### config.mk
export PLATFORM = sky130hd
export DESIGN_NAME = lfl_cell
export DESIGN_NICKNAME = d
export VERILOG_FILES = /design/src/design/lfl_pkg.sv /design/src/design/lfl_cell.sv
export SDC_FILE = /design/constraint.sdc
export NUM_CORES = 1
export LEC_CHECK = 0
export BUFFER_PORTS_ARGS = -buffer_cell sky130_fd_sc_hd__buf_2
export CORE_UTILIZATION = 45
export CTS_CLUSTER_SIZE = 24
export DETAILED_ROUTE_END_ITERATION = 6
export PLACE_DENSITY_LB_ADDON = 0.08
export RECOVER_POWER = 50
export SLEW_MARGIN = 20
export SYNTH_ARGS = -nofsm -noshare
export SYNTH_HDL_FRONTEND = slang
export SYNTH_SLANG_ARGS = --single-unit
### constraint.sdc
create_clock -name clk -period 1.91 [get_ports clk]
set_input_delay 0.382 -clock clk [delete_from_list [all_inputs] [get_ports clk]]
set_output_delay 0.382 -clock clk [all_outputs]
set_load 0.1 [all_outputs]
### src/design/lfl_pkg.sv
// Package: shared constants, control types and state encoding for the lagged Fibonacci unit.
`timescale 1ns / 1ps

package lfl_pkg;

    localparam int LONG_LAG    = 100;
    localparam int SHORT_LAG   = 37;
    localparam int BLOCK_TOTAL = 1009;

    localparam int WORD_W = 32;
    localparam int IDX_W  = (LONG_LAG > 2) ? $clog2(LONG_LAG) : 1;

    // Tap of the short lag, counted from the cell that holds the long lag word
    localparam int SHORT_START = (LONG_LAG - (SHORT_LAG % LONG_LAG)) % LONG_LAG;

    localparam int DISCARD_COUNT = (BLOCK_TOTAL > LONG_LAG) ? (BLOCK_TOTAL - LONG_LAG) : 0;
    localparam int DISCARD_LAST  = (DISCARD_COUNT > 0) ? (DISCARD_COUNT - 1) : 0;
    localparam int DISC_W        = (DISCARD_COUNT > 2) ? $clog2(DISCARD_COUNT) : 1;

    typedef struct packed {
        logic shift;
        logic load;
    } cell_ctrl_t;

    typedef enum logic [1:0] {
        ST_IDLE,
        ST_ALIGN,
        ST_DISCARD
    } state_t;

endpackage

### src/design/lfl_cell.sv
// One word cell of the rotating lag chain.
`timescale 1ns / 1ps

module lfl_cell (
    input  logic                        clk,
    input  logic                        rst_n,
    input  lfl_pkg::cell_ctrl_t         ctrl,
    input  logic [lfl_pkg::WORD_W-1:0]  din,
    input  logic [lfl_pkg::WORD_W-1:0]  load_data,
    output logic [lfl_pkg::WORD_W-1:0]  q
);

    logic [lfl_pkg::WORD_W-1:0] word_reg;
    logic [lfl_pkg::WORD_W-1:0] word_next;

    // load and shift never coincide; load wins all the same
    always_comb
    begin
        priority if (ctrl.load)
        begin
            word_next = load_data;
        end
        else if (ctrl.shift)
        begin
            word_next = din;
        end
        else
        begin
            word_next = word_reg;
        end
    end

    always_ff @(posedge clk or negedge rst_n)
    begin
        if (!rst_n)
        begin
            word_reg <= '0;
        end
        else
        begin
            word_reg <= word_next;
        end
    end

    assign q = word_reg;

endmodule

# Yosys cells after proc, flatten, opt, wreduce, memory -nomap -nowiden
# Index checks and enable logic that the tools add are counted.
[word_totals]
output_inout_bits = 32
latchBits = 0
rom_bits = 0
reg_bits = 32
mem_count = 0
inputBits = 68
word_cells = 4
mem_bits_rw = 0
[classes]
multipliers = 0
n_mux = 2
order_cmp = 0
n_addsub = 0
div = 0
n_bitwise = 0
eq_ne = 0
shift = 0
reduce_logical = 1
[op_table]
columns = ["cell", "n"]
rows = [
  ["32-bit 2-to-1 mux", 2],
  ["2-bit nonzero test", 1],
]

# Longest topological paths before layout
# Gate-level depths: netlist of the first run.
[logic_depth]
word_depth = 2
depth_mapped = 4
ltp_nobuf = 2

# Worst setup path before layout of the first run
# OpenSTA, ideal clock, no wires.
[synth_path]
path_kind = "flip-flop to flip-flop"
start = "reg q[11] (netlist name)"
end = "reg word_reg, in the netlist q[11]"
n_path_buf = 0
required_ps = 1834
slack_ps = 618
setup_time_ps = 76
period_less_slack_ps = 1292
arrival_time_ps = 1216
stages_incl_launch_ff = 3
cell_sequence = "dfrtp_1 > mux2i_1 > o21ai_2"
[synth_lines]
columns = ["item", "line_no", "source"]
rows = [
  ["end signal, assigned", "lfl_cell.sv:41", "word_reg <= word_next;"],
  ["end, declared", "lfl_cell.sv:13", "logic [lfl_pkg::WORD_W-1:0] word_reg;"],
]

# Worst setup path in the final report of the first run
[layout_path]
start = "reg word_reg, in the netlist q[17]"
end = "out q[17] in the netlist's numbering"
[layout_lines]
columns = ["item", "line_no", "source"]
rows = [
  ["end, declared", "lfl_cell.sv:10", "output logic [lfl_pkg::WORD_W-1:0] q"],
]
# No word-level cell between the ends.

==> results of run 1 <==
metrics by stage:
step                      instance area, um^2  std cells  total power (uW)  setup slack [ns]  utilization, %
after detailed placement                 2000        273              1550             0.656            63.9
after global placement                   2000        273              1540             0.721            63.9
final                                    2040        281              1910             0.399            65.3
after floorplan                          1520        139              1390             0.618               -
after CTS                                2060        281              1940             0.379            65.8
after global routing                     2040        281              2010             0.329            65.3
logic make-up (layout without fill, tap and decap cells):
kind of cell           count (synthesis)  count (layout)  share of synthesized area, %
AOI/OAI and AO/OA                     32              32                          11.1
buffers and inverters                 11             109                          7.02
and+or+nand+nor                       32              32                          7.93
muxes                                 32              32                          21.1
DFF                                   32              32                          52.8
final timing paths:
check | from | slack [ns] | endpoint | cells past startpoint
max in group asynchronous | rst_n | 1.36 | q[29] | 1
worst max-delay path | q[17] | 0.40 | q[17] | 1
worst max register to register | q[8] | 1.11 | q[8] | 2
worst min register to register | q[4] | 0.56 | q[4] | 2
min in group clk | load_data[21] | 0.27 | q[21] | 3
worst min-delay path | rst_n | 0.1 | q[21] | 1
cell usage after synthesis:
master and count:
dfrtp_1 32, buf_2 7, o21ai_0 2, o21ai_2 2, mux2i_1 32, o21ai_1 28
nand2_1 32, buf_6 1, buf_12 3
power breakdown:
| part | total [uW] | internal, uW | switching, uW |
|---|---|---|---|
| Clock | 382 | 181 | 200 |
| Sequential | 772 | 739 | 32.7 |
| Combinational | 757 | 155 | 602 |
cell usage in the layout (no fill, tap or decap), drive strengths merged:
master  instances
buf           100
mux2i          32
nand2          32
dfrtp          32
o21ai          32
clkbuf          9
area by class of cell:
cell class,count,area [um^2]
timing repair buffer,101,520
sequential,32,801
fill,279,1080
multi-input combinational,96,608
clock buffer,8,58.8
tap,44,55.1
per-layer routing:
| layer | part of all wire, % | wire length (um) | up-vias |
|---|---|---|---|
| li1 | - | - | 668 |
| met1 | 44 | 1420 | 583 |
| met2 | 48 | 1560 | 57 |
| met3 | 6.9 | 226 | 7 |
| met4 | 1.7 | 55 | 0 |
| met5 | 0 | 0 | - |
==> reports/summary.txt, run 1 <==
syn_area_per_cell -> 10.9 um^2
drt via density -> 4.68
peak supply drop -> 0.564 mV
Die ar. -> 3600 um^2
gr ovfl total -> 0
CTS tree -> done
first drt pass iteration count -> 3
ANT cells -> 0
initial antenna violation count -> 0
vias in the first global route -> 1166
Worst Skew -> 0 ns
grt met2 use -> 32.1%
setup TNS -> 0 ns
Hold/Removal Path Class -> in -> async
max-cap violation count -> 0
largest net degree at the start of global routing -> 41
io pins -> 100
CTS sink cnt -> 32
Crit-path slowest cell -> buf_2
first-pass GRT wire length -> 4.95 mm
Seq/Total Area, Yosys -> 52.8%
Tightest Pin Transition -> 1.02 ns
#FFs+latches synth -> 32
vias -> 1315
CTS-repair resized insts -> 0
grt peak-use layer -> met2
Hold Vio Cnt, Final -> 0
Starting Density -> 48.4%
H-tree lvl count -> 2
required time worst endpoint -> 1.53 ns
CP Cell Sequence -> buf_2
max reg flops -> 32
relative slew slack -> 31.7%
Reg clk slew, reported paths -> 0.09 ns
fraction of layout cells with a size suffix above 1 -> 46.0%
critical path class -> reg -> out
Post-CTS Setup Bufs -> 0
max incr delay on CP -> 0.43 ns
worst hold slack -> 0.0983 ns
Yosys top cell by area -> dfrtp_1
Nets -> 304
LEAKAGE -> 0.00113 uW
crit path launch type -> flip-flop
met3 Usage GRT -> 5.19%
Routability Congestion -> 0.679
post-synth cell types -> 9
All-Layer GR Usage -> 19.3%
Worst-Skew Late Latency -> 0.31 ns
Worst setup EP type -> primary output
die height -> 60.0 um
met1 GRT Util -> 23.1%
Routed WL -> 3.26 mm
Max Fclk -> 0.662 GHz
Clock Tree Root -> clkbuf_4
RSZ-0062 raised after global routing -> false
CP Buf/Inv Count -> 1
core footprint -> 3130 um^2
critical path fanouts, max -> 2
post-route ant nets -> 0
PortBufs -> 99
Syn Std Cell Area -> 1520 um^2
Longest Clk Path Bufs -> 2
synthesized instance count -> 139
PD cells -> 935 nW/um^2
# setup viols final -> 0
standard-cell rows -> 20
share of the synthesized area in the top cell type -> 52.8%
P&R area growth vs syn -> 34.8%
Final Cycle Share -> 79.1%
Remaining DRCs -> 0
Synth area leaders -> dfrtp_1, mux2i_1, o21ai_1, nand2_1, buf_12
Post-Syn Nets -> 207
Post-DP HPWL -> 2.48 mm
CTS Buf Count -> 5
CP top delay family -> buffers and inverters
synth warn -> 0
Final min period -> 1.51 ns
drt first-iter violations -> 51
Die X-Extent -> 60.0 um
DR WL/cell -> 11.6 um
Critical Path AT -> 1.13 ns
max-slew violations -> 0
# hold bufs at CTS -> 0
status -> complete, no violations
Power figures use the tool's default switching activity.
==> run 2, diff against run 1 <==
Settings changed: ABC_AREA set to 1, CORE_UTILIZATION 45 to 41.
Clock period 1.91 ns to 1.5 ns, I/O delays scaled along.
==> run 2 against run 1 <==
Sequential power rose by 28%; cell count is 14% higher; total power is 28% higher; non-clock buffer count increased by 3; global-route usage is 1.6 points higher; combinational power is 27% higher; die area grew 8.8%; core utilization fell by 6.0 points; critical path type unchanged; highest routed layer unchanged.
==> reports/summary.txt, run 2 <==
fraction of layout cells with a size suffix above 1 -> 40.1% (was 46.0%)
Post-DP HPWL -> 2.70 mm (was 2.48 mm)
critical path class -> reg -> out (unchanged)
Post-synth ARST share -> 100% (unchanged)
post-synth cell types -> 8 (was 9)
ANT cells -> 0 (unchanged)
Final min period -> 1.43 ns
max reg flops -> 32 (unchanged)
crit path launch type -> flip-flop (unchanged)
grt met2 use -> 33.0% (was 32.1%)
Nets -> 341 (was 304)
PD cells -> 1210 nW/um^2 (was 935 nW/um^2)
Yosys top cell by area -> dfrtp_1 (unchanged)
grt peak-use layer -> met2 (unchanged)
post-place setup slack -> 0.304 ns (was 0.656 ns)
placed cell count -> 311 (was 273)
Worst Skew -> 0 ns (unchanged)
CTS Buf Count -> 5 (unchanged)
Die ar. -> 3920 um^2 (was 3600 um^2)
placed instance area -> 1970 um^2 (was 2000 um^2)
Routability Congestion -> 0.721 (was 0.679)
# setup viols final -> 0 (unchanged)
peak supply drop -> 0.597 mV (was 0.564 mV)
Remaining DRCs -> 0 (unchanged)
initial antenna violation count -> 0 (unchanged)
Worst-Skew Late Latency -> 0.32 ns (was 0.31 ns)
switching fraction of total power -> 45.0% (was 43.7%)
max-cap violation count -> 0 (unchanged)
CP top delay family -> buffers and inverters (unchanged)
Hold Vio Cnt, Final -> 0 (unchanged)
worst hold slack -> 0.184 ns (was 0.0983 ns)
drt via density -> 4.71 (was 4.68)
All-Layer GR Usage -> 20.9% (was 19.3%)
Seq/Total Area, Yosys -> 53.2% (was 52.8%)
RSZ-0062 raised after global routing -> false (unchanged)
Final Cycle Share -> 95.2%
internal power -> 1350 uW (was 1080 uW)
Max Fclk -> 0.700 GHz
Fill cells -> 345 (was 279)
Tightest Pin Transition -> 0.703 ns (was 1.02 ns)
register share of total power -> 40.1% (was 40.4%)
final instance area -> 2030 um^2 (was 2040 um^2)
io pins -> 100 (unchanged)
Setup WS post-layout -> 0.0716 ns (was 0.399 ns)
Post-synth EDFFs -> 0 (unchanged)
met1 GRT Util -> 27.8% (was 23.1%)
status -> complete, no violations (unchanged)
largest net degree at the start of global routing -> 33 (was 41)
setup TNS -> 0 ns (unchanged)
Reg clk slew, reported paths -> 0.09 ns (about the same)
commonest non-fill, non-tap cell in the layout -> buf_2 (unchanged)
CTS sink cnt -> 32 (unchanged)
standard-cell rows -> 21 (was 20)
share of the synthesized area in the top cell type -> 53.2% (was 52.8%)
syn_area_per_cell -> 8.56 um^2 (was 10.9 um^2)
CP Depth -> 1 (unchanged)
max incr delay on CP -> 0.43 ns (about the same)
first drt pass iteration count -> 4 (was 3)
Crit-path slowest cell -> buf_2 (unchanged)
required time worst endpoint -> 1.20 ns (was 1.53 ns)
CTS tree -> done (unchanged)
Top FF cell, synth -> dfrtp_1 (unchanged)
area of the multi-input gates -> 572 um^2 (was 608 um^2)
Cell Count, Final, Fillers Out -> 320 (was 281)
Switch Pwr -> 1100 uW (was 835 uW)
critical path fanouts, max -> 2 (unchanged)
core footprint -> 3420 um^2 (was 3130 um^2)
most frequent cells in the layout -> buf_2, nand2_1, nand3_1 (was buf_2, mux2i_1, nand2_1, dfrtp_1, o21ai_1)
Register-to-Register Path Depth -> 2 (unchanged)
CP Buf/Inv Count -> 1 (unchanged)
gr ovfl total -> 0 (unchanged)
Starting Density -> 44.1% (was 48.4%)
Routed WL -> 3.82 mm (was 3.26 mm)
Syn Std Cell Area -> 1510 um^2 (was 1520 um^2)
top cells by count, synth -> nand2_1, nand3_1, dfrtp_1 (was dfrtp_1, mux2i_1, nand2_1)
H-tree lvl count -> 2 (unchanged)
CP Cell Sequence -> buf_2 (unchanged)
first-pass GRT wire length -> 6.46 mm (was 4.95 mm)
DR WL/cell -> 11.9 um (was 11.6 um)
P&R area growth vs syn -> 34.6% (was 34.8%)
max-slew violations -> 0 (unchanged)
die height -> 62.6 um (was 60.0 um)
Clk pwr share -> 20.7% (was 20.0%)
synthesized instance count -> 176 (was 139)
Post-CTS Setup Bufs -> 0 (unchanged)
relative slew slack -> 53.0% (was 31.7%)
Post-Syn Nets -> 244 (was 207)
Synth area leaders -> dfrtp_1, nand3_1, nand2_1, buf_6, buf_2 (was dfrtp_1, mux2i_1, o21ai_1, nand2_1, buf_12)
Die X-Extent -> 62.6 um (was 60.0 um)
vias -> 1507 (was 1315)
Logic pwr share -> 39.1% (was 39.6%)
synth warn -> 0 (unchanged)
Hold/Removal Path Class -> in -> reg (was in -> async)
#FFs+latches synth -> 32 (unchanged)
post-route ant nets -> 0 (unchanged)
Clock Tree Root -> clkbuf_4 (unchanged)
WHS Path Cells -> 3
PortBufs -> 99 (unchanged)
drt first-iter violations -> 125 (was 51)
Critical Path AT -> 1.13 ns (about the same)
Worst setup EP type -> primary output (unchanged)
LEAKAGE -> 0.00112 uW (was 0.00113 uW)
Seq. cell area -> 801 um^2 (unchanged)
Longest Clk Path Bufs -> 2 (unchanged)
met3 Usage GRT -> 5.84% (was 5.19%)
vias in the first global route -> 1422 (was 1166)
## run 2: cell types whose count changed in the layout (fill, tap and decap cells not counted), sizes merged
cell | before | now
nand3 | 0 | 64
mux2i | 32 | 0
nand2 | 32 | 64
o21ai | 32 | 0
buf | 100 | 101
clkbuf | 9 | 10
dlygate4sd3 | 0 | 1
inv | 0 | 1
nor2 | 0 | 1
## run 2: area by class of cell
type | instances | area share (%)
clock buffer | 8 | 2.90
multi-input combinational | 129 | 28.2
tap | 46 | 2.84
sequential | 32 | 39.5
timing repair buffer | 104 | 26.2
inverter | 1 | 0.309
## run 2: metrics by stage
step                      util [%]  total power (uW)
after detailed placement      57.7              1970
after CTS                     59.7              2470
final                         59.3              2450
after floorplan                  -              1760
after global placement        57.7              1960
after global routing          59.3              2560
## run 2: power groups by stage
stage,clock network [uW],logic (uW),registers (uW)
3_5_place_dp,0,969,1000
6_report,508,960,985
5_1_grt,557,1010,995
2_1_floorplan,0,159,1600
3_3_place_gp,0,965,999
4_1_cts,516,971,985
## run 2: final timing paths
path                       slack, ns     startpoint    end
setup reg to reg                0.84           q[3]   q[3]
min in group asynchronous       0.43          rst_n   q[5]
max in group asynchronous       0.59          rst_n  q[29]
hold / removal                  0.18  load_data[22]  q[22]
setup / recovery                0.07           q[3]   q[3]
hold reg to reg                 0.49           q[4]   q[4]
## run 2: logic make-up (layout without fill, tap and decap cells)
group,after synthesis,after routing,share of synthesized area (%)
flip-flops,32,32,53.2
buffers and inverters,15,113,8.31
AND/OR/NAND/NOR,129,129,38.5
## run 2: repair_timing
action	4_1_cts	5_1_grt
endpoints found under the hold margin	17	0
gates resized for setup	0	0
hold buffers	1	0
## run 2: metal layers
layer  vias up  wire [um]
met5         -          0
met4         0         27
met3         3        295
met2        61       1790
met1       667       1710
li1        776          -
